[src/rtl/rdlfe_pkg.sv]
package rdlfe_pkg;

    localparam int MAX_RULES_DEF  = 16;
    localparam int POS_BITS_DEF   = 12;

    localparam int FIELD_W        = 12;
    localparam int RULE_W         = 5;
    localparam int INDEX_W        = 4;
    localparam int CHAR_W         = 8;
    localparam int KIND_W         = 2;
    localparam int RULE_BITS      = 10;
    localparam int RULE_WORDS     = 4;
    localparam int CFG_IDX_W      = 3;
    localparam int CFG_DATA_W     = 40;

    typedef logic [1:0] t_action;
    localparam t_action ACT_UPTO   = 2'd0;
    localparam t_action ACT_SKIPTO = 2'd1;
    localparam t_action ACT_SKIP   = 2'd2;
    localparam t_action ACT_ANY    = 2'd3;

    typedef enum logic [KIND_W-1:0] {
        KIND_FIELD  = 2'd0,
        KIND_ACCEPT = 2'd1,
        KIND_REJECT = 2'd2
    } t_kind;

    localparam logic [CFG_IDX_W-1:0] CFG_RULE_COUNT  = 3'd0;
    localparam logic [CFG_IDX_W-1:0] CFG_RULE_WORD_0 = 3'd1;
    localparam logic [CFG_IDX_W-1:0] CFG_RULE_WORD_3 = 3'd4;

    typedef logic [2:0] t_upc;

    typedef enum logic [2:0] {
        OP_NONE  = 3'd0,
        OP_CHECK = 3'd1,
        OP_RULE  = 3'd2,
        OP_FLUSH = 3'd3,
        OP_EOL   = 3'd4
    } t_op;

    typedef enum logic [1:0] {
        COND_NEVER = 2'd0,
        COND_EOL   = 2'd1,
        COND_STOP  = 2'd2,
        COND_MORE  = 2'd3
    } t_cond;

    typedef struct packed {
        logic  take_in;
        t_op   op;
        t_cond cond;
        t_upc  target;
        t_upc  seq_next;
    } t_uword;

    typedef struct packed {
        logic hold;
        logic eol;
        logic stop;
        logic more;
    } t_ustat;

endpackage

[src/rtl/rdlfe_useq.sv]
module rdlfe_useq (
    input  logic              i_clk,
    input  logic              i_rst_n,
    input  rdlfe_pkg::t_ustat i_stat,
    output rdlfe_pkg::t_uword o_uword
);

    localparam rdlfe_pkg::t_upc UPC_FETCH = 3'd0;
    localparam rdlfe_pkg::t_upc UPC_CHECK = 3'd1;
    localparam rdlfe_pkg::t_upc UPC_RULE  = 3'd2;
    localparam rdlfe_pkg::t_upc UPC_FLUSH = 3'd3;
    localparam rdlfe_pkg::t_upc UPC_EOL   = 3'd4;

    // control store: take_in, op, cond, target, seq_next
    function automatic rdlfe_pkg::t_uword urom(input rdlfe_pkg::t_upc pc);
        rdlfe_pkg::t_uword w;
        w = '{1'b0, rdlfe_pkg::OP_NONE, rdlfe_pkg::COND_NEVER, UPC_FETCH, UPC_FETCH};
        unique case (pc)
            UPC_FETCH: w = '{1'b1, rdlfe_pkg::OP_NONE,  rdlfe_pkg::COND_EOL,
                             UPC_EOL, UPC_CHECK};
            UPC_CHECK: w = '{1'b0, rdlfe_pkg::OP_CHECK, rdlfe_pkg::COND_STOP,
                             UPC_FETCH, UPC_RULE};
            UPC_RULE:  w = '{1'b0, rdlfe_pkg::OP_RULE,  rdlfe_pkg::COND_MORE,
                             UPC_RULE, UPC_FLUSH};
            UPC_FLUSH: w = '{1'b0, rdlfe_pkg::OP_FLUSH, rdlfe_pkg::COND_NEVER,
                             UPC_FETCH, UPC_FETCH};
            UPC_EOL:   w = '{1'b0, rdlfe_pkg::OP_EOL,   rdlfe_pkg::COND_NEVER,
                             UPC_FETCH, UPC_FETCH};
            default: ;
        endcase
        return w;
    endfunction

    rdlfe_pkg::t_upc r_upc;
    rdlfe_pkg::t_upc n_upc;
    logic            jump;

    assign o_uword = urom(r_upc);

    always_comb begin
        unique case (o_uword.cond)
            rdlfe_pkg::COND_NEVER: jump = 1'b0;
            rdlfe_pkg::COND_EOL:   jump = i_stat.eol;
            rdlfe_pkg::COND_STOP:  jump = i_stat.stop;
            rdlfe_pkg::COND_MORE:  jump = i_stat.more;
            default:               jump = 1'b0;
        endcase
        if (i_stat.hold) begin
            n_upc = r_upc;
        end else if (jump) begin
            n_upc = o_uword.target;
        end else begin
            n_upc = o_uword.seq_next;
        end
    end

    always_ff @(posedge i_clk) begin
        if (!i_rst_n) begin
            r_upc <= UPC_FETCH;
        end else begin
            r_upc <= n_upc;
        end
    end

endmodule

[src/rtl/rule_driven_line_field_extractor.sv]
// Rule-driven line field extractor. Characters of a line arrive one per input
// transaction, closed by an end-of-line transaction; a program of up to
// MAX_RULES rules (to be set through the configuration port while idle; the
// block does not enforce this) walks the line and emits one result per
// completed capture and one accept/reject verdict per line, is_last marking
// the final result of each transaction. A microcoded sequencer steps a single
// rule evaluator: a character passes fetch, check, rule passes until no
// delimiter matches, and flush; an overlong-line character returns from check
// to fetch, end of line to the verdict; output stalls hold any emitting step.
module rule_driven_line_field_extractor #(
    parameter int MAX_RULES = rdlfe_pkg::MAX_RULES_DEF,
    parameter int POS_BITS  = rdlfe_pkg::POS_BITS_DEF
) (
    input  logic                             i_clk,
    input  logic                             i_rst_n,

    input  logic                             i_in_valid,
    output logic                             o_in_stall,
    input  logic                             i_command,
    input  logic [rdlfe_pkg::CHAR_W-1:0]     i_char_code,

    output logic                             o_out_valid,
    input  logic                             i_out_stall,
    output logic [rdlfe_pkg::KIND_W-1:0]     o_result_kind,
    output logic [rdlfe_pkg::INDEX_W-1:0]    o_field_index,
    output logic [rdlfe_pkg::FIELD_W-1:0]    o_field_start,
    output logic [rdlfe_pkg::FIELD_W-1:0]    o_field_length,
    output logic                             o_is_last,

    input  logic                             i_cfg_valid,
    output logic                             o_cfg_ready,
    input  logic [rdlfe_pkg::CFG_IDX_W-1:0]  i_cfg_index,
    input  logic [rdlfe_pkg::CFG_DATA_W-1:0] i_cfg_data
);

    localparam int FW = rdlfe_pkg::FIELD_W;
    localparam int RW = rdlfe_pkg::RULE_W;

    function automatic logic [FW-1:0] to_field(input logic [POS_BITS-1:0] p);
        logic [POS_BITS+FW-1:0] wide;
        wide = {{FW{1'b0}}, p};
        return wide[FW-1:0];
    endfunction

    rdlfe_pkg::t_uword uw;
    rdlfe_pkg::t_ustat stat;

    logic [rdlfe_pkg::CHAR_W-1:0]     r_char;
    logic [RW-1:0]                    r_rule_count;
    logic [rdlfe_pkg::CFG_DATA_W-1:0] r_rule_word [rdlfe_pkg::RULE_WORDS];
    logic [RW-1:0]                    r_rule;
    logic [POS_BITS-1:0]              r_pos;
    logic [POS_BITS-1:0]              r_cb;
    logic                             r_failed;
    logic                             r_ovf;

    logic                             r_pend_valid;
    logic [rdlfe_pkg::INDEX_W-1:0]    r_pend_index;
    logic [FW-1:0]                    r_pend_start;
    logic [FW-1:0]                    r_pend_length;

    logic                             r_out_valid;
    rdlfe_pkg::t_kind                 r_out_kind;
    logic [rdlfe_pkg::INDEX_W-1:0]    r_out_index;
    logic [FW-1:0]                    r_out_start;
    logic [FW-1:0]                    r_out_length;
    logic                             r_out_last;

    logic [RW-1:0]                    act_count;
    logic [rdlfe_pkg::RULE_BITS-1:0]  rule_bits;
    rdlfe_pkg::t_action               act;
    logic [rdlfe_pkg::CHAR_W-1:0]     rule_char;
    logic                             live;
    logic                             hit;
    logic                             rule_more;
    logic                             rule_cap;
    logic                             out_free;
    logic                             need_out;
    logic                             hold;
    logic                             step;
    logic [POS_BITS-1:0]              pos_inc;
    logic [POS_BITS-1:0]              cap_len;
    logic                             verdict_ok;
    logic [1:0]                       cfg_word;

    logic                             push;
    rdlfe_pkg::t_kind                 push_kind;
    logic [rdlfe_pkg::INDEX_W-1:0]    push_index;
    logic [FW-1:0]                    push_start;
    logic [FW-1:0]                    push_length;
    logic                             push_last;

    rdlfe_useq u_useq (
        .i_clk   (i_clk),
        .i_rst_n (i_rst_n),
        .i_stat  (stat),
        .o_uword (uw)
    );

    assign act_count = (r_rule_count > RW'(MAX_RULES)) ? RW'(MAX_RULES) : r_rule_count;
    assign rule_bits = r_rule_word[r_rule[3:2]][r_rule[1:0]*rdlfe_pkg::RULE_BITS +:
                                                 rdlfe_pkg::RULE_BITS];
    assign act       = rule_bits[9:8];
    assign rule_char = rule_bits[7:0];
    assign live      = !r_failed && (r_rule < act_count);
    assign hit       = (r_char == rule_char);
    assign rule_more = live && hit &&
                       ((act == rdlfe_pkg::ACT_UPTO) || (act == rdlfe_pkg::ACT_SKIPTO));
    assign rule_cap  = rule_more && (act == rdlfe_pkg::ACT_UPTO);
    assign pos_inc   = r_pos + 1'b1;
    assign cap_len   = r_pos - r_cb;
    assign verdict_ok = !r_failed && !r_ovf && (r_rule >= act_count);
    assign cfg_word  = 2'(i_cfg_index - rdlfe_pkg::CFG_RULE_WORD_0);

    assign out_free  = !r_out_valid || !i_out_stall;

    always_comb begin
        unique case (uw.op)
            rdlfe_pkg::OP_RULE:  need_out = rule_cap && r_pend_valid;
            rdlfe_pkg::OP_FLUSH: need_out = r_pend_valid;
            rdlfe_pkg::OP_EOL:   need_out = 1'b1;
            rdlfe_pkg::OP_NONE,
            rdlfe_pkg::OP_CHECK: need_out = 1'b0;
            default:             need_out = 1'b0;
        endcase
    end

    assign hold = (uw.take_in && !i_in_valid) || (need_out && !out_free);
    assign step = !hold;
    assign push = step && need_out;

    assign stat.hold = hold;
    assign stat.eol  = i_command;
    assign stat.stop = r_ovf || (&r_pos);
    assign stat.more = rule_more;

    always_comb begin
        push_kind   = rdlfe_pkg::KIND_FIELD;
        push_index  = r_pend_index;
        push_start  = r_pend_start;
        push_length = r_pend_length;
        push_last   = (uw.op == rdlfe_pkg::OP_FLUSH);
        if (uw.op == rdlfe_pkg::OP_EOL) begin
            push_kind   = verdict_ok ? rdlfe_pkg::KIND_ACCEPT : rdlfe_pkg::KIND_REJECT;
            push_index  = '0;
            push_start  = '0;
            push_length = '0;
            push_last   = 1'b1;
        end
    end

    always_ff @(posedge i_clk) begin
        if (!i_rst_n) begin
            r_rule_count <= '0;
            for (int w = 0; w < rdlfe_pkg::RULE_WORDS; w++) begin
                r_rule_word[w] <= '0;
            end
            r_rule       <= '0;
            r_pos        <= '0;
            r_cb         <= '0;
            r_failed     <= 1'b0;
            r_ovf        <= 1'b0;
            r_pend_valid <= 1'b0;
            r_out_valid  <= 1'b0;
        end else begin
            if (i_cfg_valid) begin
                if (i_cfg_index == rdlfe_pkg::CFG_RULE_COUNT) begin
                    r_rule_count <= i_cfg_data[RW-1:0];
                end else if (i_cfg_index >= rdlfe_pkg::CFG_RULE_WORD_0 &&
                             i_cfg_index <= rdlfe_pkg::CFG_RULE_WORD_3) begin
                    r_rule_word[cfg_word] <= i_cfg_data;
                end
            end

            if (uw.take_in && i_in_valid) begin
                r_char <= i_char_code;
            end

            if (push) begin
                r_out_valid  <= 1'b1;
                r_out_kind   <= push_kind;
                r_out_index  <= push_index;
                r_out_start  <= push_start;
                r_out_length <= push_length;
                r_out_last   <= push_last;
            end else if (!i_out_stall) begin
                r_out_valid  <= 1'b0;
            end

            if (step) begin
                unique case (uw.op)
                    rdlfe_pkg::OP_CHECK: begin
                        if (stat.stop) begin
                            r_ovf <= 1'b1;
                        end
                    end
                    rdlfe_pkg::OP_RULE: begin
                        if (rule_more) begin
                            // delimiter stays for the next rule
                            r_rule <= r_rule + 1'b1;
                            r_cb   <= r_pos;
                            if (rule_cap) begin
                                r_pend_valid  <= 1'b1;
                                r_pend_index  <= r_rule[rdlfe_pkg::INDEX_W-1:0];
                                r_pend_start  <= to_field(r_cb);
                                r_pend_length <= to_field(cap_len);
                            end
                        end else begin
                            r_pos <= pos_inc;
                            if (live) begin
                                if (act == rdlfe_pkg::ACT_ANY ||
                                    (act == rdlfe_pkg::ACT_SKIP && hit)) begin
                                    r_rule <= r_rule + 1'b1;
                                    r_cb   <= pos_inc;
                                end else if (act == rdlfe_pkg::ACT_SKIP) begin
                                    r_failed <= 1'b1;
                                end
                            end
                        end
                    end
                    rdlfe_pkg::OP_FLUSH: begin
                        r_pend_valid <= 1'b0;
                    end
                    rdlfe_pkg::OP_EOL: begin
                        r_rule   <= '0;
                        r_pos    <= '0;
                        r_cb     <= '0;
                        r_failed <= 1'b0;
                        r_ovf    <= 1'b0;
                    end
                    rdlfe_pkg::OP_NONE: ;
                    default: ;
                endcase
            end
        end
    end

    assign o_in_stall     = !uw.take_in;
    assign o_cfg_ready    = 1'b1;
    assign o_out_valid    = r_out_valid;
    assign o_result_kind  = r_out_kind;
    assign o_field_index  = r_out_index;
    assign o_field_start  = r_out_start;
    assign o_field_length = r_out_length;
    assign o_is_last      = r_out_last;

`ifndef ASSERT_OFF
    a_pend_empty_at_fetch: assert property (@(posedge i_clk) disable iff (!i_rst_n)
        uw.take_in |-> !r_pend_valid)
        else $error("capture still pending when next transaction is taken");

    a_eol_clears_line: assert property (@(posedge i_clk) disable iff (!i_rst_n)
        (uw.op == rdlfe_pkg::OP_EOL && step) |=>
            (r_rule == '0 && r_pos == '0 && !r_failed && !r_ovf))
        else $error("line state not cleared after verdict");

    a_verdict_is_last: assert property (@(posedge i_clk) disable iff (!i_rst_n)
        (r_out_valid && r_out_kind != rdlfe_pkg::KIND_FIELD) |-> r_out_last)
        else $error("verdict without is_last");
`endif

endmodule

[config.mk]
export PLATFORM = sky130hd
export DESIGN_NAME = rule_driven_line_field_extractor
export DESIGN_NICKNAME = d
export VERILOG_FILES = /design/src/rtl/rdlfe_pkg.sv /design/src/rtl/rdlfe_useq.sv /design/src/rtl/rule_driven_line_field_extractor.sv
export SDC_FILE = /design/constraint.sdc
export NUM_CORES = 1
export LEC_CHECK = 0
export BUFFER_PORTS_ARGS = -buffer_cell sky130_fd_sc_hd__buf_4
export CORE_ASPECT_RATIO = 0.75
export CORE_MARGIN = 2
export CORE_UTILIZATION = 50
export CTS_CLUSTER_SIZE = 12
export DETAILED_ROUTE_END_ITERATION = 8
export HOLD_SLACK_MARGIN = 0.05
export PLACE_DENSITY = 0.71
export SLEW_MARGIN = 5
export SYNTH_ARGS = -nofsm -noshare
export SYNTH_HDL_FRONTEND = slang
export SYNTH_HIERARCHICAL = 1
export SYNTH_SLANG_ARGS = --single-unit
[constraint.sdc]
create_clock -name i_clk -period 4.38 [get_ports i_clk]
set_input_delay 0.438 -clock i_clk [delete_from_list [all_inputs] [get_ports i_clk]]
set_output_delay 0.438 -clock i_clk [all_outputs]
set_load 0.01 [all_outputs]
==> summary.md, run 1 <==
| Metric | Value |
|---|---|
| Status | completed |
| Most frequent CP cell | xnor2_1 |
| Synthesized instance count | 919 |
| Design Area, Final | 0.01437 mm² |
| PwrDens | 399.5 mW/mm² |
| Critical path type | reg -> reg |
| TritonCTS clock tree | yes |
| # DRC | 0 |
| Global route overflow | 0 |
| Critical path cell sequence | buf_12, mux4_2, mux2i_1, xnor2_1, or4_4, a221oi_4, nand3_1, inv_1, nor2_1, xnor2_1, o31ai_1 |
| Worst setup EP type | flop |
| Delay-heaviest family, CP | simple AND/OR/NAND/NOR gates |
| CTS max path bufs | 3 |
| Worst EP arrival | 4.17 ns |
| Peak VDD IR | 0.2741 mV |
| Synth Warn # | 6 |
| Post-Route WL | 26.45 mm |
| CP Data Required Time | 4.82 ns |
| Final Critical Period | 3.730 ns |
| Worst-Skew Late Latency | 0.53 ns |
| # H-tree levels | 1 |
| Max_cap viols | 0 |
| Clock Skew | 0.01251 ns |
| Vias | 7,538 |
| Fin nets | 1,084 |
| Crit path max fanout | 40 |
| Cts hold-fix bufs | 0 |
| Synthesized area | 0.01249 mm² |
| Final period util | 85.15% |
| Synth Net Count | 997 |
| Starting Density | 50.40% |
| Num CTS Buffers | 28 |
| Buf/Inv on CP | 2 |
| Worst Setup Start Kind | flop |
| CP peak stage delay | 0.55 ns |
| Final antenna-violating net count | 0 |
| Chip height | 140.9 µm |
| Rows | 50 |
| Leak pwr | 5.200 nW |
| Antenna cell count | 0 |
| DR vias/cell | 5.526 |
| Largest net degree at the start of global routing | 47 |
| Syn Area/Cell | 13.59 µm² |
| Hold crit path type | in -> reg |
| Initial DRC count | 592 |
| Overall power after layout | 0.005740 W |
| Actual slew at the worst max-slew pin | 0.9860 ns |
| Placed inst area | 0.01355 mm² |
| Full die area | 0.02626 mm² |
| FF-to-FF path depth | 11 |
| P&R area growth vs syn | 15.06% |
| WP depth | 11 |
| Vias in the first global route | 7,343 |
| Worst Hold Depth | 1 |
| CORE AREA | 0.02477 mm² |
| Num Clock Sinks | 270 |
| Hold Vio Cnt, Final | 0 |
| Routability cong. | 0.8079 |
| Global-route wire length before repair | 41.52 mm |
| Slew Limit Fails | 0 |
| # setup viols final | 0 |
| Drt wl/cell | 19.39 µm |
| Worst slew margin | 34.11% |
| Share of post-route cells with drive strength above 1 | 19.59% |
| DP HPWL | 17.03 mm |
| PostCTS Resize Cnt | 0 |
| CTS Root Cell | clkbuf_16 |
| Die W | 186.5 µm |
| Pre-Repair DR Iteration Count | 5 |
| All-Layer GR Usage | 20.46% |
| # IOs | 91 |
| Max Freq | 268.1 MHz |
| Cell with the largest stage delay on the worst path | mux4_2 |
| Reg clk slew, reported paths | 0.06 ns |
| RSZ-0062 raised after global routing | no |
| Number of post-CTS setup repair buffers | 0 |
| Initial antenna violation count | 0 |
| I/O Buffers | 89 |
stage by stage:
step	TNS (ns)	worst slack [ns]	cells	utilization (%)	hold slack, ns
after floorplan	-29.50	-0.2968	919	-	0.4298
after global placement	0	0.7174	1314	54.71	0.4481
after detailed placement	0	0.6586	1314	54.71	0.4477
after CTS	0	0.6397	1364	57.99	0.06518
after global routing	0	0.3760	1364	57.99	0.05921
final	0	0.6504	1364	57.99	0.07913
worst paths after layout:
| path | from | end | slack [ns] |
|---|---|---|---|
| worst max-delay path | flop | r_cb[4]$_SDFFE_PN0P_ | 0.65 |
| worst min-delay path | i_char_code[0] | r_char[0]$_DFFE_PP_ | 0.08 |
| worst max register to register | flop | r_cb[4]$_SDFFE_PN0P_ | 0.65 |
| worst min register to register | r_cb[2]$_SDFFE_PN0P_ | r_pend_start[2]$_DFFE_PP_ | 0.46 |
layout make-up:
cell class / instances / area (µm²)
flip-flops and latches: 270 / 7680
clock inverters: 7 / 33.78
fillers: 1986 / 10410
inverters: 35 / 131.4
clock buffers: 43 / 778.2
repair buffers: 107 / 840.8
well taps: 338 / 422.9
multi-input cells: 564 / 4479
state kept, by name, summed over array words and instances (netlist names), named ones only:
register and cells:
o_result_kind 2, r_pend_start 12, o_field_length 12, r_char 8, r_pend_valid 1, r_pend_length 12
r_ovf 1, o_out_valid 1, r_pos 12, r_pend_index 4, u_useq/r_upc 3, r_rule_count 5
r_failed 1, r_rule_word 160, r_rule 5, o_field_start 12, o_field_index 4, o_is_last 1
r_cb 12
layout by cell type (no fill, tap or decap), types with 3 or more instances in the layout:
| cell | count |
|---|---|
| a21boi_0 | 7 |
| a21oi_1 | 13 |
| a31oi_1 | 3 |
| and2_1 | 162 |
| and3_1 | 11 |
| buf_12 | 3 |
| buf_4 | 104 |
| clkbuf_1 | 14 |
| clkbuf_16 | 29 |
| clkinv_1 | 5 |
| dfxtp_1 | 41 |
| edfxtp_1 | 227 |
| ha_1 | 20 |
| inv_1 | 33 |
| mux2i_1 | 21 |
| mux4_2 | 42 |
| nand2_1 | 30 |
| nand2b_1 | 8 |
| nand3_1 | 33 |
| nor2_1 | 41 |
| nor2b_1 | 37 |
| nor3_1 | 5 |
| o211ai_1 | 12 |
| o21a_1 | 4 |
| o21ai_0 | 20 |
| o21ai_4 | 3 |
| o31ai_1 | 20 |
| or3_1 | 3 |
| or4_1 | 3 |
| xnor2_1 | 18 |
| xor2_1 | 8 |
power breakdown:
part / switching, W / internal, W / leakage, nW
Combinational: 0.000353 / 0.000235 / 2.30
Sequential: 0.0000593 / 0.00294 / 2.51
Clock: 0.000939 / 0.00122 / 0.393
routing by layer:
layer | GRT usage, % | vias up | wire length (µm)
met3 | 3.510 | 32 | 1881
li1 | - | 3531 | -
met1 | 30.48 | 3753 | 12220
met2 | 32.01 | 222 | 11950
met5 | 0 | - | 0
met4 | 4.094 | 0 | 395
No activity file was read; power rests on OpenSTA's default activity.
==> inputs of run 2 (changes only) <==
--- a/config.mk
+++ b/config.mk
@@ -13,6 +13,7 @@
 export DETAILED_ROUTE_END_ITERATION = 8
 export HOLD_SLACK_MARGIN = 0.05
 export PLACE_DENSITY = 0.71
+export REMOVE_ABC_BUFFERS = 1
 export SLEW_MARGIN = 5
 export SYNTH_ARGS = -nofsm -noshare
 export SYNTH_HDL_FRONTEND = slang
==> summary.md, run 2 (synthesized netlist as in run 1, its figures left out) <==
| Metric | Value |
|---|---|
| Met2 wire length | 11.41 mm |
| R2R Path End | r_cb[11]$_SDFFE_PN0P_ |
| Post-Route WL | 25.80 mm |
| Hold_sp | i_char_code[7] |
| P&R area growth vs syn | 15.97% |
| CTS Root Cell | clkbuf_16 |
| Final antenna-violating net count | 0 |
| Largest net degree at the start of global routing | 47 |
| Final period util | 91.62% |
| Full die area | 0.02626 mm² |
| Global-route wire length before repair | 41.32 mm |
| Max Used Layer | met4 |
| # IOs | 91 |
| Rows | 50 |
| Max_cap viols | 0 |
| Hold Vio Cnt, Final | 0 |
| Actual slew at the worst max-slew pin | 1.038 ns |
| Fin nets | 1,088 |
| Combinational share of power | 10.1% |
| Final Critical Period | 4.013 ns |
| CP Data Required Time | 4.82 ns |
| Antenna cell count | 0 |
| # setup viols final | 0 |
| Worst setup EP type | flop |
| Fin util | 58.45% |
| Flop pwr share | 51.2% |
| Pint | 0.004495 W |
| Max FFs per register | 160 |
| Routability cong. | 0.7905 |
| Hold crit path type | in -> reg |
| Most flops, register | r_rule_word |
| RSZ-0062 raised after global routing | no |
| Num Clock Sinks | 270 |
| Vias in the first global route | 7,451 |
| DP Cell Count | 1,318 |
| Worst-Skew Late Latency | 0.53 ns |
| Clock Skew | 0.01252 ns |
| CORE AREA | 0.02477 mm² |
| Worst Setup Start Kind | flop |
| Leak pwr | 5.263 nW |
| Vias | 7,418 |
| Setup TNS | 0 ns |
| Initial antenna violation count | 0 |
| Psw | 0.001341 W |
| FF-to-FF setup slack | 0.37 ns |
| Pre-CTS WS | 0.3646 ns |
| Switch share | 22.97% |
| Chip height | 140.9 µm |
| Commonest non-fill, non-tap cell in the layout | edfxtp_1 |
| Worst Hold Depth | 1 |
| Starting Density | 50.40% |
| Share of post-route cells with drive strength above 1 | 20.45% |
| CTS max path bufs | 3 |
| # H-tree levels | 1 |
| Reg clk slew, reported paths | 0.06 ns |
| Met1 Wirelength | 12.75 mm |
| Crit path max fanout | 26 |
| Peak VDD IR | 0.2910 mV |
| Initial DRC count | 572 |
| Global route overflow | 0 |
| Met3 wire length | 1.110 mm |
| Commonest cells after routing, fill and taps aside | 227 x edfxtp_1, 162 x and2_1, 107 x buf_4 |
| Critical path type | reg -> reg |
| PostCTS Resize Cnt | 0 |
| Hold_ws | 0.08280 ns |
| FF-to-FF path depth | 11 |
| I/O Buffers | 89 |
| # DRC | 0 |
| Drt wl/cell | 18.83 µm |
| DR vias/cell | 5.415 |
| Num CTS Buffers | 28 |
| All-Layer GR Usage | 19.97% |
| Worst slew margin | 30.07% |
| Cts hold-fix bufs | 0 |
| Setup WS post-layout | 0.3671 ns |
| Die W | 186.5 µm |
| Slew Limit Fails | 0 |
| TritonCTS clock tree | yes |
| Pre-Repair DR Iteration Count | 5 |
| Number of post-CTS setup repair buffers | 0 |
| DP HPWL | 16.16 mm |
| Clock power frac | 38.7% |
| Worst EP arrival | 4.46 ns |
| Worst Hold Endpoint | r_char[7]$_DFFE_PP_ |
| PwrDens | 403.0 mW/mm² |
| Max Freq | 249.2 MHz |
| Non-Filler Instances | 1,370 |
| Status | completed |
run 2: worst max-delay path: stages, from the launching register on:
cell	delay (ns)
dfxtp_2	0.46
buf_12	0.26
mux4_2	0.52
mux2i_1	0.31
xnor2_1	0.10
or4_4	0.52
a2111oi_0	0.42
a211oi_1	0.25
a21bo_1	0.58
buf_4	0.27
nand3_1	0.09
o31ai_1	0.10
run 2: layout make-up:
class / count / area (µm²)
Fill cell: 1991 / 10290
Sequential cell: 270 / 7680
Multi-Input combinational cell: 564 / 4484
Timing Repair Buffer: 111 / 883.3
Clock buffer: 49 / 860.8
Tap cell: 338 / 422.9
Inverter: 35 / 131.4
Clock inverter: 3 / 17.52
run 2: how the worst max path moves through the flow:
| stage | end |
|---|---|
| 6_report | r_cb[11]$_SDFFE_PN0P_ |
| 5_1_grt | r_cb[7]$_SDFFE_PN0P_ |
| 4_1_cts | r_cb[6]$_SDFFE_PN0P_ |
| 3_5_place_dp | r_cb[8]$_SDFFE_PN0P_ |
| 3_3_place_gp | r_cb[6]$_SDFFE_PN0P_ |
| 2_1_floorplan | o_field_index[0]$_SDFFCE_PN0P_ |
run 2: layer usage:
| layer | track usage, % | up-vias |
|---|---|---|
| li1 | - | 3531 |
| met1 | 29.99 | 3683 |
| met2 | 30.83 | 163 |
| met3 | 3.186 | 41 |
| met4 | 4.637 | 0 |
| met5 | 0 | - |
run 2: power groups by stage:
| stage | logic [W] | registers, W | clock network, W |
|---|---|---|---|
| final | 0.000588 | 0.00299 | 0.00226 |
| after global routing | 0.000644 | 0.00300 | 0.00240 |
| after CTS | 0.000590 | 0.00299 | 0.00230 |
| after detailed placement | 0.000587 | 0.00304 | 0 |
| after global placement | 0.000574 | 0.00304 | 0 |
| after floorplan | 0.000333 | 0.00304 | 0 |
run 2: through the flow:
step | area [µm²] | power, W
6_report | 14480 | 0.005835
5_1_grt | 14480 | 0.006043
4_1_cts | 14480 | 0.005876
3_5_place_dp | 13600 | 0.003630
3_3_place_gp | 13600 | 0.003612
2_1_floorplan | 12210 | 0.003376
==> inputs of run 3 (changes only) <==
==> constraint.sdc (replaced) <==
create_clock -name i_clk -period 3.5 [get_ports i_clk]
set_input_delay 0.35 -clock i_clk [delete_from_list [all_inputs] [get_ports i_clk]]
set_output_delay 0.35 -clock i_clk [all_outputs]
set_load 0.01 [all_outputs]
==> summary.md, run 3 (synthesized netlist as in run 1, its figures left out) <==
| Metric | Value |
|---|---|
| Status | completed |
| # IOs | 91 |
| Hold_sp | i_cfg_data[4] |
| Num CTS Buffers | 27 |
| Crit path max fanout | 18 |
| Initial antenna violation count | 0 |
| Pint | 0.005506 W |
| Die W | 186.5 µm |
| Worst Setup Start Kind | flop |
| Num Clock Sinks | 270 |
| # H-tree levels | 1 |
| # setup viols final | 0 |
| Clock power frac | 36.6% |
| Actual slew at the worst max-slew pin | 1.009 ns |
| Final antenna-violating net count | 0 |
| RSZ-0062 raised after global routing | yes |
| Rows | 50 |
| Global route overflow | 0 |
| Global-route wire length before repair | 42.15 mm |
| Overall power after layout | 0.007201 W |
| Starting Density | 50.40% |
| Final Critical Period | 3.391 ns |
| P&R area growth vs syn | 18.99% |
| Psw | 0.001694 W |
| Commonest non-fill, non-tap cell in the layout | edfxtp_1 |
| Critical path type | reg -> reg |
| Flop pwr share | 52.0% |
| Worst setup EP type | flop |
| Worst EP arrival | 3.63 ns |
| Worst slew margin | 32.60% |
| Full die area | 0.02626 mm² |
| CTS max path bufs | 3 |
| Fin nets | 1,129 |
| Max Freq | 294.9 MHz |
| DP HPWL | 16.53 mm |
| Post-Route WL | 26.53 mm |
| Slew Limit Fails | 0 |
| CTS Root Cell | clkbuf_16 |
| Max_cap viols | 0 |
| CP Data Required Time | 3.74 ns |
| Share of post-route cells with drive strength above 1 | 22.97% |
| I/O Buffers | 89 |
| Reg area | 0.007682 mm² |
| CORE AREA | 0.02477 mm² |
| PwrDens | 484.7 mW/mm² |
| Vias | 7,585 |
| Peak VDD IR | 0.3258 mV |
| TritonCTS clock tree | yes |
| Fill cell count | 1,955 |
| Largest net degree at the start of global routing | 46 |
| Leak pwr | 5.433 nW |
| Clock Skew | 0.01275 ns |
| Chip height | 140.9 µm |
| Pre-Repair DR Iteration Count | 5 |
| # DRC | 0 |
| Final period util | 96.88% |
| All-Layer GR Usage | 20.57% |
| Most flops, register | r_rule_word |
| Commonest cells after routing, fill and taps aside | 227 x edfxtp_1, 162 x and2_1, 134 x buf_4 |
| Hold_ws | 0.09117 ns |
| Worst-Skew Late Latency | 0.54 ns |
| Vias in the first global route | 7,564 |
| Design Area, Final | 0.01486 mm² |
| Combinational share of power | 11.4% |
| Switch share | 23.53% |
| Initial DRC count | 580 |
| Drt wl/cell | 18.83 µm |
| Placed inst area | 0.01389 mm² |
| Antenna cell count | 0 |
| Routability cong. | 0.8338 |
| DR vias/cell | 5.383 |
| Hold crit path type | in -> reg |
| Hold Vio Cnt, Final | 0 |
| Max FFs per register | 160 |
| Multi-input gate area | 0.004541 mm² |
| Reg clk slew, reported paths | 0.06 ns |
## run 3: repair_timing
| item | CTS | global route |
|---|---|---|
| endpoints found under the setup margin | 80 | 90 |
| hold buffers | 8 | 0 |
| setup buffers | 3 | 3 |
| resized for setup | 4 | 10 |
| endpoints found under the hold margin | 8 | 0 |
| pin swaps | 0 | 3 |
## run 3: power groups by stage
stage / logic (W) / registers [W] / clock network [W]
final: 0.000819 / 0.00374 / 0.00264
after floorplan: 0.000417 / 0.00381 / 0
after global routing: 0.000896 / 0.00376 / 0.00280
after detailed placement: 0.000793 / 0.00381 / 0
after CTS: 0.000808 / 0.00375 / 0.00268
after global placement: 0.000779 / 0.00381 / 0
## run 3: worst max-delay path, stage by stage (launching register included)
cell and delay [ns]:
dfxtp_4 0.39, buf_12 0.16, mux4_2 0.56, mux2i_4 0.18, xnor2_1 0.11, or4b_4 0.56
a221oi_4 0.34, a41oi_1 0.15, o21ai_1 0.19, nor2b_4 0.25, buf_12 0.19
## run 3: final cells by class
cell class / instances / share of cell area, %
clock buffers: 46 / 5.163
well taps: 338 / 2.847
flip-flops and latches: 270 / 51.71
inverters: 35 / 0.8843
repair buffers: 153 / 8.733
clock inverters: 3 / 0.1011
multi-input cells: 564 / 30.56
## run 3: stage by stage
| stage | std cells | setup TNS, ns | worst slack [ns] | util, % |
|---|---|---|---|---|
| 2_1_floorplan | 869 | -386.36 | -2.302 | - |
| 3_5_place_dp | 1346 | -6.068 | -0.1519 | 56.06 |
| 5_1_grt | 1409 | -0.4319 | -0.02248 | 59.97 |
| 3_3_place_gp | 1346 | 0 | 0.02307 | 56.06 |
| 6_report | 1409 | 0 | 0.1090 | 59.97 |
| 4_1_cts | 1406 | 0 | 0.02005 | 59.69 |
## run 3: path summary, 6_finish.rpt
check / end / slack, ns / cells past startpoint
setup / recovery: o_field_start[10]$_SDFFCE_PN0P_ / 0.11 / 10
hold / removal: r_rule_count[4]$_SDFFE_PN0P_ / 0.09 / 3
setup reg to reg: o_field_start[10]$_SDFFCE_PN0P_ / 0.11 / 10
hold reg to reg: r_pend_start[7]$_DFFE_PP_ / 0.47 / 0
## run 3: routing by layer
layer  up-vias  global-route usage [%]  share of wire, %
li1       3611                       -                 -
met1      3741                   30.71                47
met2       190                   31.58                45
met3        43                   3.336               5.3
met4         0                   5.597               2.3
met5         -                       0                 0
